$ cat config.mk
export PLATFORM = sky130hd
export DESIGN_NAME = echo_pulse_ranger_fifo
export DESIGN_NICKNAME = d
export VERILOG_FILES = /design/src/rtl/epr_pkg.sv /design/src/rtl/epr_ram.sv /design/src/rtl/epr_ranger.sv /design/src/rtl/epr_queue.sv /design/src/rtl/echo_pulse_ranger_fifo.sv
export SDC_FILE = /design/constraint.sdc
export NUM_CORES = 2
export LEC_CHECK = 0
export ABC_CLOCK_PERIOD_IN_PS = 11000
export BUFFER_PORTS_ARGS = -buffer_cell sky130_fd_sc_hd__buf_2
export CAP_MARGIN = 40
export CORE_MARGIN = 2
export CORE_UTILIZATION = 60
export CTS_CLUSTER_DIAMETER = 30
export CTS_CLUSTER_SIZE = 8
export DETAILED_ROUTE_END_ITERATION = 8
export HOLD_SLACK_MARGIN = 0.08
export PLACE_DENSITY = 0.76
export SYNTH_ARGS = -nofsm -noshare
export SYNTH_HDL_FRONTEND = slang
export SYNTH_MEMORY_MAX_BITS = 65536
export SYNTH_SLANG_ARGS = --single-unit
$ cat constraint.sdc
create_clock -name clock -period 11 [get_ports clock]
set_input_delay 0.55 -clock clock [delete_from_list [all_inputs] [get_ports clock]]
set_output_delay 0.55 -clock clock [all_outputs]
set_load 0.02 [all_outputs]
$ cat src/rtl/epr_pkg.sv
// Package for the echo pulse ranger: request codes, register indexes,
// queue entry layout and the structs passed between the ranger and the queue.
// No dependencies.
package epr_pkg;

   // Request codes on req_cmd.
   localparam logic [1:0] CMD_TICK    = 2'd0;
   localparam logic [1:0] CMD_TRIGGER = 2'd1;
   localparam logic [1:0] CMD_READ    = 2'd2;

   // Configuration register indexes.
   localparam int unsigned CSR_INDEX_W = 4;
   localparam logic [CSR_INDEX_W-1:0] CSR_TRIGGER_TICKS = 4'd0;
   localparam logic [CSR_INDEX_W-1:0] CSR_TIMEOUT_TICKS = 4'd1;
   localparam int unsigned CSR_DATA_W = 32;

   localparam int unsigned TRIG_W  = 16;
   localparam int unsigned TMO_W   = 24;
   localparam int unsigned WIDTH_W = 32;
   localparam int unsigned COUNT_W = 7;

   localparam logic [TRIG_W-1:0] TRIGGER_TICKS_RESET = 16'd20;
   localparam logic [TMO_W-1:0]  TIMEOUT_TICKS_RESET = 24'd50000;
   localparam logic [WIDTH_W-1:0] WIDTH_MAX = 32'hFFFF_FFFF;

   // Queue entry: timeout flag above the echo width.
   localparam int unsigned ENTRY_W = WIDTH_W + 1;

   typedef struct packed {
      logic                tmo;
      logic [WIDTH_W-1:0]  width;
   } entry_type;

   typedef struct packed {
      logic      valid;
      entry_type entry;
   } push_type;

endpackage

$ cat src/rtl/epr_ram.sv
// Generic single-port-write, single-port-read RAM with registered read data.
// No dependencies.
module epr_ram #(
   parameter int unsigned WIDTH = 33,
   parameter int unsigned DEPTH = 128
) (
   input  logic                     clock,
   input  logic                     wr_en,
   input  logic [$clog2(DEPTH)-1:0] wr_addr,
   input  logic [WIDTH-1:0]         wr_data,
   input  logic                     rd_en,
   input  logic [$clog2(DEPTH)-1:0] rd_addr,
   output logic [WIDTH-1:0]         rd_data
);

   logic [WIDTH-1:0] mem_ff [DEPTH];
   logic [WIDTH-1:0] rd_data_ff;

   always_ff @(posedge clock) begin
      if (wr_en) begin
         mem_ff[wr_addr] <= wr_data;
      end
      if (rd_en) begin
         rd_data_ff <= mem_ff[rd_addr];
      end
   end

   assign rd_data = rd_data_ff;

endmodule

$ cat src/rtl/epr_ranger.sv
// Trigger pulse, timeout and echo width measurement for the ranger.
// Depends on epr_pkg.
module epr_ranger
   import epr_pkg::*;
(
   input  logic                clock,
   input  logic                reset,
   input  logic                accept,
   input  logic [1:0]          cmd,
   input  logic                echo_level,
   input  logic [TRIG_W-1:0]   trigger_ticks,
   input  logic [TMO_W-1:0]    timeout_ticks,
   output push_type            push,
   output logic                trigger_level
);

   logic [TRIG_W-1:0]  trigger_left_ff, trigger_left_in;
   logic [TMO_W-1:0]   timeout_left_ff, timeout_left_in;
   logic               timeout_armed_ff, timeout_armed_in;
   logic               echo_previous_ff, echo_previous_in;
   logic               measuring_ff, measuring_in;
   logic [WIDTH_W-1:0] width_count_ff, width_count_in;

   always_comb begin
      trigger_left_in  = trigger_left_ff;
      timeout_left_in  = timeout_left_ff;
      timeout_armed_in = timeout_armed_ff;
      echo_previous_in = echo_previous_ff;
      measuring_in     = measuring_ff;
      width_count_in   = width_count_ff;
      push             = '0;
      case (cmd)
         CMD_TICK: begin
            if (trigger_left_ff != '0) begin
               trigger_left_in = trigger_left_ff - TRIG_W'(1);
            end
            if (echo_level && !echo_previous_ff) begin
               measuring_in   = 1'b1;
               width_count_in = WIDTH_W'(1);
            end else if (echo_level && measuring_ff) begin
               if (width_count_ff != WIDTH_MAX) begin
                  width_count_in = width_count_ff + WIDTH_W'(1);
               end
            end else if (!echo_level && echo_previous_ff && measuring_ff) begin
               measuring_in           = 1'b0;
               timeout_armed_in       = 1'b0;
               timeout_left_in        = '0;
               push.valid             = 1'b1;
               push.entry.tmo         = 1'b0;
               push.entry.width       = width_count_ff;
               width_count_in         = '0;
            end
            echo_previous_in = echo_level;
            // A falling edge on this tick has already disarmed the timeout.
            if (timeout_armed_in) begin
               if (timeout_left_in <= TMO_W'(1)) begin
                  timeout_armed_in = 1'b0;
                  timeout_left_in  = '0;
                  push.valid       = 1'b1;
                  push.entry.tmo   = 1'b1;
                  push.entry.width = '0;
               end else begin
                  timeout_left_in = timeout_left_in - TMO_W'(1);
               end
            end
         end
         CMD_TRIGGER: begin
            trigger_left_in  = trigger_ticks;
            timeout_left_in  = timeout_ticks;
            timeout_armed_in = 1'b1;
         end
         default: begin
         end
      endcase
      if (!accept) begin
         push.valid = 1'b0;
      end
   end

   assign trigger_level = (trigger_left_in != '0);

   always_ff @(posedge clock) begin
      if (reset) begin
         trigger_left_ff  <= '0;
         timeout_left_ff  <= '0;
         timeout_armed_ff <= 1'b0;
         echo_previous_ff <= 1'b0;
         measuring_ff     <= 1'b0;
         width_count_ff   <= '0;
      end else if (accept) begin
         trigger_left_ff  <= trigger_left_in;
         timeout_left_ff  <= timeout_left_in;
         timeout_armed_ff <= timeout_armed_in;
         echo_previous_ff <= echo_previous_in;
         measuring_ff     <= measuring_in;
         width_count_ff   <= width_count_in;
      end
   end

`ifndef ASSERT_OFF
   a_idle_width_zero: assert property (@(posedge clock) disable iff (reset)
      !measuring_ff |-> width_count_ff == '0)
      else $error("width count is nonzero while no echo is measured");

   a_disarmed_left_zero: assert property (@(posedge clock) disable iff (reset)
      !timeout_armed_ff |-> timeout_left_ff == '0)
      else $error("timeout count left over after the timeout was disarmed");
`endif

endmodule

$ cat src/rtl/epr_queue.sv
// Result queue of the ranger: ring pointers around a RAM with registered read.
// Depends on epr_pkg and epr_ram.
module epr_queue
   import epr_pkg::*;
#(
   parameter int unsigned DEPTH = 128
) (
   input  logic               clock,
   input  logic               reset,
   input  logic               accept,
   input  logic               pop_req,
   input  push_type           push,
   output logic               pop_valid,
   output entry_type          pop_entry,
   output logic [COUNT_W-1:0] count
);

   localparam int unsigned PTR_W = $clog2(DEPTH);
   localparam logic [PTR_W-1:0] PTR_LAST = PTR_W'(DEPTH - 1);

   logic [PTR_W-1:0] rd_ptr_ff, rd_ptr_in;
   logic [PTR_W-1:0] wr_ptr_ff, wr_ptr_in;
   logic [PTR_W-1:0] wr_next, rd_next;
   logic             do_push, do_pop;
   logic [PTR_W:0]   fill;
   logic [PTR_W+COUNT_W:0] fill_wide;
   logic [ENTRY_W-1:0] rd_data;

   assign wr_next = (wr_ptr_ff == PTR_LAST) ? '0 : wr_ptr_ff + PTR_W'(1);
   assign rd_next = (rd_ptr_ff == PTR_LAST) ? '0 : rd_ptr_ff + PTR_W'(1);

   // A push into a full ring is dropped.
   assign do_push   = push.valid && (wr_next != rd_ptr_ff);
   assign do_pop    = accept && pop_req && (rd_ptr_ff != wr_ptr_ff);
   assign pop_valid = do_pop;

   assign wr_ptr_in = do_push ? wr_next : wr_ptr_ff;
   assign rd_ptr_in = do_pop ? rd_next : rd_ptr_ff;

   always_comb begin
      if (wr_ptr_in >= rd_ptr_in) begin
         fill = {1'b0, wr_ptr_in} - {1'b0, rd_ptr_in};
      end else begin
         fill = (PTR_W+1)'(DEPTH) - {1'b0, rd_ptr_in} + {1'b0, wr_ptr_in};
      end
   end

   assign fill_wide = {{COUNT_W{1'b0}}, fill};
   assign count     = fill_wide[COUNT_W-1:0];

   always_ff @(posedge clock) begin
      if (reset) begin
         rd_ptr_ff <= '0;
         wr_ptr_ff <= '0;
      end else begin
         rd_ptr_ff <= rd_ptr_in;
         wr_ptr_ff <= wr_ptr_in;
      end
   end

   epr_ram #(
      .WIDTH (ENTRY_W),
      .DEPTH (DEPTH)
   ) u_store (
      .clock   (clock),
      .wr_en   (do_push),
      .wr_addr (wr_ptr_ff),
      .wr_data (push.entry),
      .rd_en   (do_pop),
      .rd_addr (rd_ptr_ff),
      .rd_data (rd_data)
   );

   assign pop_entry = entry_type'(rd_data);

`ifndef ASSERT_OFF
   a_no_push_and_pop: assert property (@(posedge clock) disable iff (reset)
      !(do_push && do_pop))
      else $error("queue pushed and popped for one request");

   a_pop_shrinks: assert property (@(posedge clock) disable iff (reset)
      do_pop |=> rd_ptr_ff != $past(rd_ptr_ff))
      else $error("pop did not advance the read pointer");
`endif

endmodule

$ cat src/rtl/echo_pulse_ranger_fifo.sv
// Ultrasonic echo ranger with a result queue, top level.
// Request channel req_*, response channel rsp_*, register write port csr_*.
// Each request gives exactly one response, in order. A tick request samples
// the echo pin and advances the trigger pulse and the timeout; a trigger
// request starts the trigger pulse and (re)arms the timeout; a read request
// pops the oldest queued echo width or timeout mark.
// Timing: the edge that accepts a request updates the state, loads the
// request stage and reads the queue RAM; the response register is loaded from
// the stage when it advances, which rsp_stall can hold off, and drives rsp_*.
// One request is taken every cycle while req_stall is low.
// Back pressure: a request stage and a response register sit between the
// channels, so a new request is still taken while one response waits under
// rsp_stall. req_stall rises only when both are full and rsp_stall is high.
// Reset clears ranger state, valid flags and queue pointers and loads default
// register values (trigger 20 ticks, timeout 50000 ticks). Queue RAM is not
// cleared; only written entries are ever read. csr_ready is always high; the
// user must write registers only while no request is in flight (unenforced).
// Depends on epr_pkg, epr_ranger, epr_queue and epr_ram.
module echo_pulse_ranger_fifo
   import epr_pkg::*;
#(
   parameter int unsigned QUEUE_DEPTH = 128
) (
   input  logic                   clock,
   input  logic                   reset,
   input  logic                   req_valid,
   output logic                   req_stall,
   input  logic [1:0]             req_cmd,
   input  logic                   req_echo_level,
   output logic                   rsp_valid,
   input  logic                   rsp_stall,
   output logic                   rsp_trigger_level,
   output logic                   rsp_read_valid,
   output logic [WIDTH_W-1:0]     rsp_read_width,
   output logic                   rsp_read_timeout,
   output logic [COUNT_W-1:0]     rsp_queue_count,
   input  logic                   csr_valid,
   output logic                   csr_ready,
   input  logic [CSR_INDEX_W-1:0] csr_index,
   input  logic [CSR_DATA_W-1:0]  csr_wdata
);

   logic [TRIG_W-1:0]  trigger_ticks_ff;
   logic [TMO_W-1:0]   timeout_ticks_ff;

   logic               accept;
   push_type           push;
   logic               trig_level;
   logic               pop_valid;
   entry_type          pop_entry;
   logic [COUNT_W-1:0] count;

   logic               stage_valid_ff, stage_valid_in;
   logic               stage_trig_ff;
   logic               stage_pop_ff;
   logic [COUNT_W-1:0] stage_count_ff;
   logic               stage_advance;

   logic               rsp_valid_ff, rsp_valid_in;
   logic               rsp_trig_ff;
   logic               rsp_pop_ff;
   logic [WIDTH_W-1:0] rsp_width_ff;
   logic               rsp_tmo_ff;
   logic [COUNT_W-1:0] rsp_count_ff;

   // Configuration registers.
   assign csr_ready = 1'b1;

   always_ff @(posedge clock) begin
      if (reset) begin
         trigger_ticks_ff <= TRIGGER_TICKS_RESET;
         timeout_ticks_ff <= TIMEOUT_TICKS_RESET;
      end else if (csr_valid && csr_ready) begin
         case (csr_index)
            CSR_TRIGGER_TICKS: trigger_ticks_ff <= csr_wdata[TRIG_W-1:0];
            CSR_TIMEOUT_TICKS: timeout_ticks_ff <= csr_wdata[TMO_W-1:0];
            default: begin
            end
         endcase
      end
   end

   // Request stage and response register form a two-deep pipeline.
   assign stage_advance = stage_valid_ff && (!rsp_valid_ff || !rsp_stall);
   assign req_stall     = stage_valid_ff && !stage_advance;
   assign accept        = req_valid && !req_stall;

   epr_ranger u_ranger (
      .clock         (clock),
      .reset         (reset),
      .accept        (accept),
      .cmd           (req_cmd),
      .echo_level    (req_echo_level),
      .trigger_ticks (trigger_ticks_ff),
      .timeout_ticks (timeout_ticks_ff),
      .push          (push),
      .trigger_level (trig_level)
   );

   epr_queue #(
      .DEPTH (QUEUE_DEPTH)
   ) u_queue (
      .clock     (clock),
      .reset     (reset),
      .accept    (accept),
      .pop_req   (req_cmd == CMD_READ),
      .push      (push),
      .pop_valid (pop_valid),
      .pop_entry (pop_entry),
      .count     (count)
   );

   assign stage_valid_in = accept ? 1'b1 : (stage_advance ? 1'b0 : stage_valid_ff);
   assign rsp_valid_in   = stage_advance ? 1'b1 :
                           ((rsp_valid_ff && !rsp_stall) ? 1'b0 : rsp_valid_ff);

   always_ff @(posedge clock) begin
      if (reset) begin
         stage_valid_ff <= 1'b0;
         rsp_valid_ff   <= 1'b0;
      end else begin
         stage_valid_ff <= stage_valid_in;
         rsp_valid_ff   <= rsp_valid_in;
      end
   end

   always_ff @(posedge clock) begin
      if (accept) begin
         stage_trig_ff  <= trig_level;
         stage_pop_ff   <= pop_valid;
         stage_count_ff <= count;
      end
      // The RAM read data belongs to the request in the stage register.
      if (stage_advance) begin
         rsp_trig_ff  <= stage_trig_ff;
         rsp_pop_ff   <= stage_pop_ff;
         rsp_tmo_ff   <= stage_pop_ff && pop_entry.tmo;
         rsp_width_ff <= (stage_pop_ff && !pop_entry.tmo) ? pop_entry.width : '0;
         rsp_count_ff <= stage_count_ff;
      end
   end

   assign rsp_valid         = rsp_valid_ff;
   assign rsp_trigger_level = rsp_trig_ff;
   assign rsp_read_valid    = rsp_pop_ff;
   assign rsp_read_width    = rsp_width_ff;
   assign rsp_read_timeout  = rsp_tmo_ff;
   assign rsp_queue_count   = rsp_count_ff;

`ifndef ASSERT_OFF
   a_stall_only_when_full: assert property (@(posedge clock) disable iff (reset)
      req_stall |-> stage_valid_ff && rsp_valid_ff)
      else $error("request stalled with room in the pipeline");

   a_timeout_has_no_width: assert property (@(posedge clock) disable iff (reset)
      rsp_valid_ff && rsp_tmo_ff |-> rsp_pop_ff && rsp_width_ff == '0)
      else $error("timeout response carries a width or no pop");

   a_no_pop_no_data: assert property (@(posedge clock) disable iff (reset)
      rsp_valid_ff && !rsp_pop_ff |-> !rsp_tmo_ff && rsp_width_ff == '0)
      else $error("response without a pop carries queue data");
`endif

endmodule
==> flow_summary.json <==
{
  "max-clock-path-buffers": 4,
  "timing.setup.tns_ns": 0,
  "hpwl_um": 223000,
  "dpl_worst_slack_ns": 5.66,
  "place_congestion": 0.937,
  "antenna_found_initial": 36,
  "post-route-min-period_ns": 5.44,
  "r2r-start": "u_queue.rd_ptr_ff[4]$_SDFF_PP0_",
  "ant_nets": 0,
  "maxSlewHeadroom": 0.145,
  "die_w_um": 537,
  "syn_area_um2": 171000,
  "drv_cap": 0,
  "ys_types": 78,
  "p_per_area_nw_per_um2": 199,
  "cts_hold_buf": 33,
  "cts_tree": "yes",
  "grt_pass1_vias": 92200,
  "num_rows": 195,
  "peakVddDrop_mv": 0.160,
  "drtIter0Drc": 16300,
  "outcome": "finished, final reports clean",
  "grt_pass1_wl_um": 708000,
  "synthToLayoutAreaGrowth_pct": 17.7,
  "ctsResizeCount": 0,
  "core-area_um2": 283000,
  "arrival_ns": 6.09,
  "ys_seq_elements": 4439,
  "start_kind": "flop",
  "dpl-instance-area_um2": 178000,
  "syn-num-nets": 7547,
  "startpoint": "u_queue.rd_ptr_ff[4]$_SDFF_PP0_",
  "cts.sinks": 4439,
  "numCtsBuffers": 732,
  "routed_wl_um": 506000,
  "final_hold_viol_count": 0,
  "die_y_um": 537,
  "slew_viol_final": 0,
  "viasPerCell": 7.32,
  "fmax_mhz": 184,
  "tightest_slew_ns": 1.28,
  "rsz0062_at_grt": "no",
  "min_from": "req_cmd[1]",
  "port_buffers": 79,
  "routedWlPerCell_um": 40.9,
  "clk_pin_slew_ns": 0.05,
  "setup_viol": 0,
  "grt_overflow": 0,
  "netlist_instances": 7489,
  "grtUsageTotal": 0.353,
  "drc": 0,
  "skew_ns": 0.0819,
  "pin_count": 89,
  "critPathRequiredTime_ns": 11.64,
  "drt-pass1-iter-count": 9,
  "synth_flop_cell": "edfxtp_1",
  "stdcell_area_um2": 201000,
  "drive_above_1_share": 0.325,
  "start_util": 0.604,
  "dieArea_um2": 289000,
  "setup_slack_ns": 5.56,
  "p_leak_nw": 54.8,
  "fin_crit_sh": 0.495,
  "dr_total_vias": 90600,
  "clk_latency_ns": 1.08,
  "worstSetupPathType": "flop to flop",
  "ys_async_sr_fraction": 0,
  "cp-end-kind": "flop",
  "critical_path_peak_fanout": 33,
  "r2r_setup_slack_ns": 5.56,
  "grt_max_degree": 168,
  "fin_nets": 8247,
  "hold_slack_ns": 0.179,
  "synth_warnings": 0,
  "h-tree-depth": 6,
  "synth-edff-count": 4308,
  "ctsRootBufferMaster": "clkbuf_16",
  "hp-class": "primary input to flop",
  "post_cts_buffers": 0,
  "syn_area_per_cell_um2": 22.8,
  "seq_area_frac_synth": 0.773
}
metrics by stage:
step / total power (W) / utilization / instances
after detailed placement: 0.0190 / 0.629 / 11200
final: 0.0400 / 0.711 / 12400
after global placement: 0.0190 / 0.627 / 11100
after global routing: 0.0408 / 0.711 / 12400
after floorplan: 0.0189 / - / 7489
after CTS: 0.0401 / 0.710 / 12400
Yosys cell counts, drive strengths merged, types with 17 or more instances:
master | n | area [µm²]
edfxtp | 4308 | 129000
mux2 | 36 | 405
nor3 | 31 | 166
o22ai | 105 | 657
a21oi | 88 | 440
mux2i | 75 | 751
mux4 | 1287 | 29000
buf | 176 | 786
or3 | 19 | 119
a211oi | 42 | 315
and2 | 76 | 475
inv | 22 | 82.6
nor2 | 277 | 1070
and3 | 17 | 108
nand4 | 23 | 144
dfxtp | 131 | 2620
nand2 | 184 | 693
a22oi | 44 | 330
nand3 | 30 | 150
o21ai | 50 | 250
nand3b | 17 | 128
xor2 | 29 | 254
clkbuf | 244 | 916
cells in the final DEF (no fill, tap or decap), types with 32 or more instances in the layout:
master,instances
dfxtp_1,124
and2_4,32
a211oi_1,42
clkbuf_16,732
clkinv_16,44
clkbuf_1,131
mux2i_1,75
a21oi_1,88
mux4_2,1287
nor2_1,146
dlygate4sd3_1,33
edfxtp_1,4308
nor2_4,128
o21ai_0,50
buf_4,229
bufinv_16,37
and2_1,42
clkinv_1,112
buf_2,78
o22ai_1,105
mux2_2,36
a22oi_1,44
nand2_1,181
clkinv_2,61
flip-flops by register name (all words and copies together) (netlist names), 16 cells and up:
register and cells:
rsp_read_width 32, u_ranger.trigger_left_ff 16, u_queue.u_store.rd_data 33, u_ranger.timeout_left_ff 24
u_queue.u_store.mem_ff 4224, trigger_ticks_ff 16, u_ranger.width_count_ff 32, timeout_ticks_ff 24
critical path: stages, from the launching register on:
cell,delay (ns)
dfxtp_4,0.78
buf_4,0.68
nand2_1,0.11
a221oi_1,0.41
o311ai_0,0.20
o2111ai_1,0.22
and2_1,0.48
nand3b_1,0.64
buf_4,0.56
nor2_4,0.17
buf_4,0.66
per-layer routing:
metal,track usage,vias up,part of all wire
met3,0.0992,1559,0.13
met2,0.548,8322,0.48
li1,-,33300,-
met1,0.462,47400,0.33
met5,0.00164,-,0.00049
met4,0.189,30,0.061
final cells by class:
| type | instances | area (µm²) |
|---|---|---|
| antenna | 12 | 30.0 |
| multi-input combinational | 2607 | 38000 |
| tap | 3743 | 4680 |
| inverter | 23 | 86.3 |
| timing repair buffer | 386 | 3500 |
| sequential | 4439 | 132000 |
| clock buffer | 868 | 18900 |
| fill | 14700 | 81600 |
| clock inverter | 302 | 3710 |
final timing paths:
path | end | cells past startpoint
setup / recovery | u_queue.u_store.mem_ff[40][30]$_DFFE_PP_ | 10
hold / removal | u_ranger.trigger_left_ff[12]$_SDFFE_PP0P_ | 4
setup reg to reg | u_queue.u_store.mem_ff[40][30]$_DFFE_PP_ | 10
hold reg to reg | rsp_trigger_level$_DFFE_PP_ | 0
cells by family (layout without fill, tap and decap cells):
| logic type | after synthesis | after routing | share of synthesized area |
|---|---|---|---|
| compound gates | 403 | 403 | 0.0152 |
| fa+ha+maj | 14 | 14 | 0.00107 |
| buf+inv | 443 | 1579 | 0.0105 |
| simple gates | 747 | 747 | 0.0212 |
| other cells | 1 | 13 | 0.0000220 |
| mux | 1398 | 1398 | 0.177 |
| xor+xnor | 44 | 44 | 0.00226 |
| flops | 4439 | 4439 | 0.773 |
power by group:
part,switching (W),total [W],internal (W)
logic,0.000223,0.000363,0.000140
registers,0.0000269,0.0183,0.0183
clock network,0.00823,0.0213,0.0131
total,0.00848,0.0400,0.0315
Note: power is estimated with default switching activity, not from simulation.
